$ cat src/hdl/rlw_pkg.sv
// ----------------------------------------------------------------------------
// rlw_pkg: shared types and constants for the row linear interpolation warp
// Item structs, register indexes, controller states and command bundle.
// ----------------------------------------------------------------------------
package rlw_pkg;

  localparam int unsigned CFG_IDX_W   = 2;
  localparam int unsigned FRAC_W      = 4;
  localparam int unsigned RW_W        = 11;
  localparam int unsigned COL_W       = 10;
  localparam int unsigned SAMPLE_W    = 8;
  localparam int unsigned OFFSET_W    = 16;
  localparam int unsigned CFG_DATA_W  = 11;

  localparam logic [CFG_IDX_W-1:0] REG_FRAC_BITS = 2'd0;
  localparam logic [CFG_IDX_W-1:0] REG_ROW_WIDTH = 2'd1;

  localparam logic [FRAC_W-1:0] FRAC_BITS_RESET = 4'd8;
  localparam logic [RW_W-1:0]   ROW_WIDTH_RESET = 11'd1024;

  localparam logic KIND_LOAD    = 1'b0;
  localparam logic KIND_COMPUTE = 1'b1;

  typedef struct packed {
    logic                       kind;
    logic [COL_W-1:0]           column;
    logic signed [SAMPLE_W-1:0] sample;
    logic signed [OFFSET_W-1:0] offset;
  } rlw_in_t;

  typedef struct packed {
    logic signed [SAMPLE_W-1:0] out_value;
    logic [COL_W-1:0]           out_column;
  } rlw_out_t;

  typedef enum logic [1:0] {
    ST_IDLE,
    ST_ADDR,
    ST_MUL,
    ST_SUM
  } rlw_state_t;

  typedef struct packed {
    logic capture;
    logic store_wr;
    logic tap_rd;
    logic mul_en;
    logic out_en;
  } rlw_cmd_t;

endpackage

$ cat src/hdl/rlw_ctrl.sv
// ----------------------------------------------------------------------------
// rlw_ctrl: sequencing controller
// Accepts items while idle and steps a compute item through address,
// multiply and sum phases of the datapath.
// ----------------------------------------------------------------------------
module rlw_ctrl (
  input  logic            clk,
  input  logic            rst,
  input  logic            start,
  input  logic            kind,
  output logic            busy,
  output rlw_pkg::rlw_cmd_t cmd
);
  import rlw_pkg::*;

  rlw_state_t state;
  rlw_state_t state_next;
  logic       accept;

  assign accept = start && (state == ST_IDLE);

  always_ff @(posedge clk) begin
    if (rst) begin
      state <= ST_IDLE;
    end else begin
      state <= state_next;
    end
  end

  always_comb begin
    state_next = state;
    unique case (state)
      ST_IDLE: begin
        if (accept && (kind == KIND_COMPUTE)) begin
          state_next = ST_ADDR;
        end
      end
      ST_ADDR: state_next = ST_MUL;
      ST_MUL:  state_next = ST_SUM;
      ST_SUM:  state_next = ST_IDLE;
      default: state_next = ST_IDLE;
    endcase
  end

  always_comb begin
    busy         = 1'b1;
    cmd.capture  = 1'b0;
    cmd.store_wr = 1'b0;
    cmd.tap_rd   = 1'b0;
    cmd.mul_en   = 1'b0;
    cmd.out_en   = 1'b0;
    unique case (state)
      ST_IDLE: begin
        busy         = 1'b0;
        cmd.capture  = accept;
        cmd.store_wr = accept && (kind == KIND_LOAD);
      end
      ST_ADDR: cmd.tap_rd = 1'b1;
      ST_MUL:  cmd.mul_en = 1'b1;
      ST_SUM:  cmd.out_en = 1'b1;
      default: busy = 1'b1;
    endcase
  end

endmodule

$ cat config.mk
export PLATFORM = sky130hd
export DESIGN_NAME = rlw_ctrl
export DESIGN_NICKNAME = d
export VERILOG_FILES = /design/src/hdl/rlw_pkg.sv /design/src/hdl/rlw_ctrl.sv
export SDC_FILE = /design/constraint.sdc
export NUM_CORES = 1
export LEC_CHECK = 0
export ABC_AREA = 1
export BUFFER_PORTS_ARGS = -buffer_cell sky130_fd_sc_hd__buf_2
export CAP_MARGIN = 15
export CORE_AREA = 2 2 39 41
export DETAILED_ROUTE_END_ITERATION = 12
export DIE_AREA = 0 0 41 43
export MAX_ROUTING_LAYER = met4
export SKIP_CTS_REPAIR_TIMING = 1
export SLEW_MARGIN = 20
export SYNTH_ARGS = -nofsm -noshare
export SYNTH_HDL_FRONTEND = slang
export SYNTH_SLANG_ARGS = --single-unit
$ cat constraint.sdc
create_clock -name clk -period 1.9 [get_ports clk]
set_clock_uncertainty 0.2 [all_clocks]
set_input_delay 0.38 -clock clk [delete_from_list [all_inputs] [get_ports clk]]
set_output_delay 0.38 -clock clk [all_outputs]
set_load 0.01 [all_outputs]
Word-level counts from Yosys, hierarchy flattened
Index checks and enable logic that the tools add are counted.

word-level totals
  flip-flop bits (word level) = 2
  input bits = 4
  output and inout port bits = 6
  logic and storage cells = 17

cells by class
  equality and inequality tests = 4
  muxes and demuxes = 7
  bitwise operators = 1
  reductions and logical operators = 4

operators with widths
  cell                                                   count
  one-hot mux 2 bit (4 select lines)                     1
  equality test 2 bit, second input constant             2
  2-to-1 mux 1 bit                                       4
  2-to-1 mux 2 bit                                       2
  logical AND 1 bit                                      3
  equality test 2 x 1 -> 1 bit, second input constant    1
  zero test 2 bit                                        1
  inequality test 2 x 1 -> 1 bit, second input constant  1
  NOT 1 bit                                              1

Logic depth before layout (Yosys ltp)
  depth after elaboration = 5
  mapped depth = 6

Worst setup path after synthesis
OpenSTA, ideal clock, no wires.

  path kind = flip-flop to output port
  start point = reg state[0]
  end point = out cmd[3] (netlist name)
  arrival time = 0.866 ns
  required time = 1.320 ns
  slack = 0.454 ns
  cell stages (with the launch flop) = 5
  path buffers = 0
  cells stage by stage = dfxtp_1 inv_1 ha_1 nand2_1 nor2_1

RTL lines
  item                    line            text
  start, declared         rlw_ctrl.sv:16  rlw_state_t state;
  start signal, assigned  rlw_ctrl.sv:26  state <= state_next;
  end, declared           rlw_ctrl.sv:12  output rlw_pkg::rlw_cmd_t cmd

==> results.sh <==
export IMPL_status="finished clean"
export IMPL_rows=14
export IMPL_start_util_pct=11.4
export IMPL_tightestPinTransition_ps=117
export IMPL_final_util_pct=17.9
export IMPL_ys_warn_count=0
export IMPL_synthesis_nets=31
export IMPL_hold_path_depth=4
export IMPL_cts_sinks=2
export IMPL_cts_buffers=3
export IMPL_drc=0
export IMPL_power_density_mw_per_mm2=1390
export IMPL_hold_class="in -> reg"
export IMPL_startpoint_type="flip-flop"
export IMPL_final_setup_tns_ps=0
export IMPL_core_mm2=0.00138
export IMPL_r2r_slack_ps=660
export IMPL_nets=45
export IMPL_arrival_ps=1180
export IMPL_grt_start_max_net_pins=7
export IMPL_first_pass_iters=4
export IMPL_seq_area_frac_synth_pct=25.4
export IMPL_cts_root_buf="clkbuf_4"
export IMPL_synth_cell_type_count=7
export IMPL_yosys_area_top_type="ha_1"
export IMPL_cts_tree="built"
export IMPL_ys_async_sr_fraction_pct=0
export IMPL_multi_input_area_um2=97.6
export IMPL_crit_type="reg -> out"
export IMPL_slew_viol_final=0
export IMPL_synth_area_leaders="ha_1 32%, dfxtp_1 25%, inv_1 14%, nand2_1 9.5%, nor2_1 9.5%"
export IMPL_synth_ff_latch_count=2
export IMPL_synth_edf_count=0
export IMPL_cts_buffer_depth=2
export IMPL_synthFlopType="dfxtp_1"
export IMPL_gp_congestion=0.575
export IMPL_via_per_inst=3.49
export IMPL_fin_crit_sh_pct=92.6
export IMPL_worstReg2RegStart="state[0]"
export IMPL_min_period_ps=1760
export IMPL_areaGrowthSynthToFinish_pct=57.1
export IMPL_grt_usage_pct=5.23
export IMPL_holdPathEnd="state[1]"
export IMPL_rsz0062_at_grt="no"
export IMPL_synth_top_area_share_pct=31.7
export IMPL_yosysMostFrequentCell="inv_1"
export IMPL_synth_avg_cell_area_um2=6.85
export IMPL_die_area_mm2=0.00176
export IMPL_route_vias_total=178
export IMPL_timing_slew_headroom_pct=92.2
export IMPL_n_fill_cell=156
export IMPL_die_w_um=41
export IMPL_regMostFlops="state"
export IMPL_hold_viol=0
export IMPL_synth_area_um2=158
export IMPL_numPortBuffers=9
export IMPL_wl_um=368
export IMPL_grt_pass1_vias=150
export IMPL_path_clk_slew_ps=30
export IMPL_reg_largest_list="state: 2 flops"
export IMPL_leakage_nw=0.159
export IMPL_setup_violations_final=0
export IMPL_grt_pass1_wl_um=510
export IMPL_cp_max_fo=6
export IMPL_largest_reg_flops=2
export IMPL_routedWlPerCell_um=7.22
export IMPL_ios=10
export IMPL_reg2regPathDepth=6
export IMPL_clock_latency_ps=220
export IMPL_clock_fmax_mhz=569
export IMPL_syn_inst=23
export IMPL_cp_required_ps=1320
export IMPL_htreeDepth=1
export IMPL_r2r_end="state[0]"
export IMPL_diodes=0
export IMPL_antenna_found_initial=0
export IMPL_hp_start="rst"
export IMPL_drive_above_1_share_pct=37.1
export IMPL_drt_iter0_markers=1
export IMPL_grt_ovfl_total=0
export IMPL_maxCapViolations=0
export IMPL_end_kind="output pin"
export IMPL_detail_route_antenna_nets=0
export IMPL_fp_dieH_um=43
export IMPL_seqCellArea_um2=40.0
export IMPL_ys_top_cells_by_count="6 x inv_1, 4 x ha_1, 4 x nand2_1, 4 x nor2_1"
export IMPL_ir_drop_v=0.000225
[layout by cell type (no fill, tap or decap), drive strengths merged]
cell / count
nand2: 4
nor2: 4
clkbuf: 3
a21oi: 1
dfxtp: 2
ha: 4
nand3: 2
buf: 9
inv: 6
[metal layers]
metal,up-vias,GRT usage (%),wire (µm)
met5,-,-,0
met4,0,10.0,0
met3,0,1.57,36
met2,10,6.88,199
met1,76,3.50,131
li1,92,-,-
[power by group]
part | internal (mW) | switching [mW] | total [mW] | leakage, nW
Combinational | 0.0765 | 0.104 | 0.181 | 0.128
Sequential | 0.0580 | 0.0117 | 0.0696 | 0.0166
Clock | 0.0697 | 0.0246 | 0.0943 | 0.0138
[worst max-delay path, cell delays in order (launching register included)]
cell,delay [ps]
dfxtp_1,320
inv_1,110
ha_2,240
nand2_1,80
nor2_1,80
buf_2,130
[cell families after synthesis]
kind of cell	after synthesis	synth area share, %
AO/OA/AOI/OAI	1	3.17
adder cells (fa/ha/maj)	4	31.7
buffers and inverters	6	14.3
flip-flops	2	25.4
AND/OR/NAND/NOR	10	25.4
[through the flow]
stage | power, mW | setup slack [ps] | instance area (µm²) | hold slack [ps] | std cells
6_report | 0.345 | 141 | 248 | 199 | 51
3_3_place_gp | 0.237 | 390 | 223 | 417 | 48
2_1_floorplan | 0.190 | 454 | 158 | 324 | 23
3_5_place_dp | 0.242 | 352 | 223 | 429 | 48
4_1_cts | 0.345 | 104 | 245 | 192 | 51
5_1_grt | 0.385 | 29.4 | 248 | 223 | 51
[worst max path at each step]
stage	from	to	slack (ps)	cells past startpoint
finish	state[0]	cmd[3]	140	5
global placement	state[0]	cmd[3]	390	5
detailed placement	state[0]	cmd[3]	350	5
CTS	state[0]	cmd[3]	100	5
global route	state[0]	cmd[3]	30	5
floorplan	state[0]	cmd[3]	450	4
[cell type report]
cell class / instances / share of cell area, %
Multi-Input combinational cell: 15 / 39.4
Timing Repair Buffer: 9 / 18.2
Sequential cell: 2 / 16.2
Clock buffer: 3 / 9.09
Inverter: 6 / 9.09
Tap cell: 16 / 8.08
No activity file was read; power rests on OpenSTA's default activity.
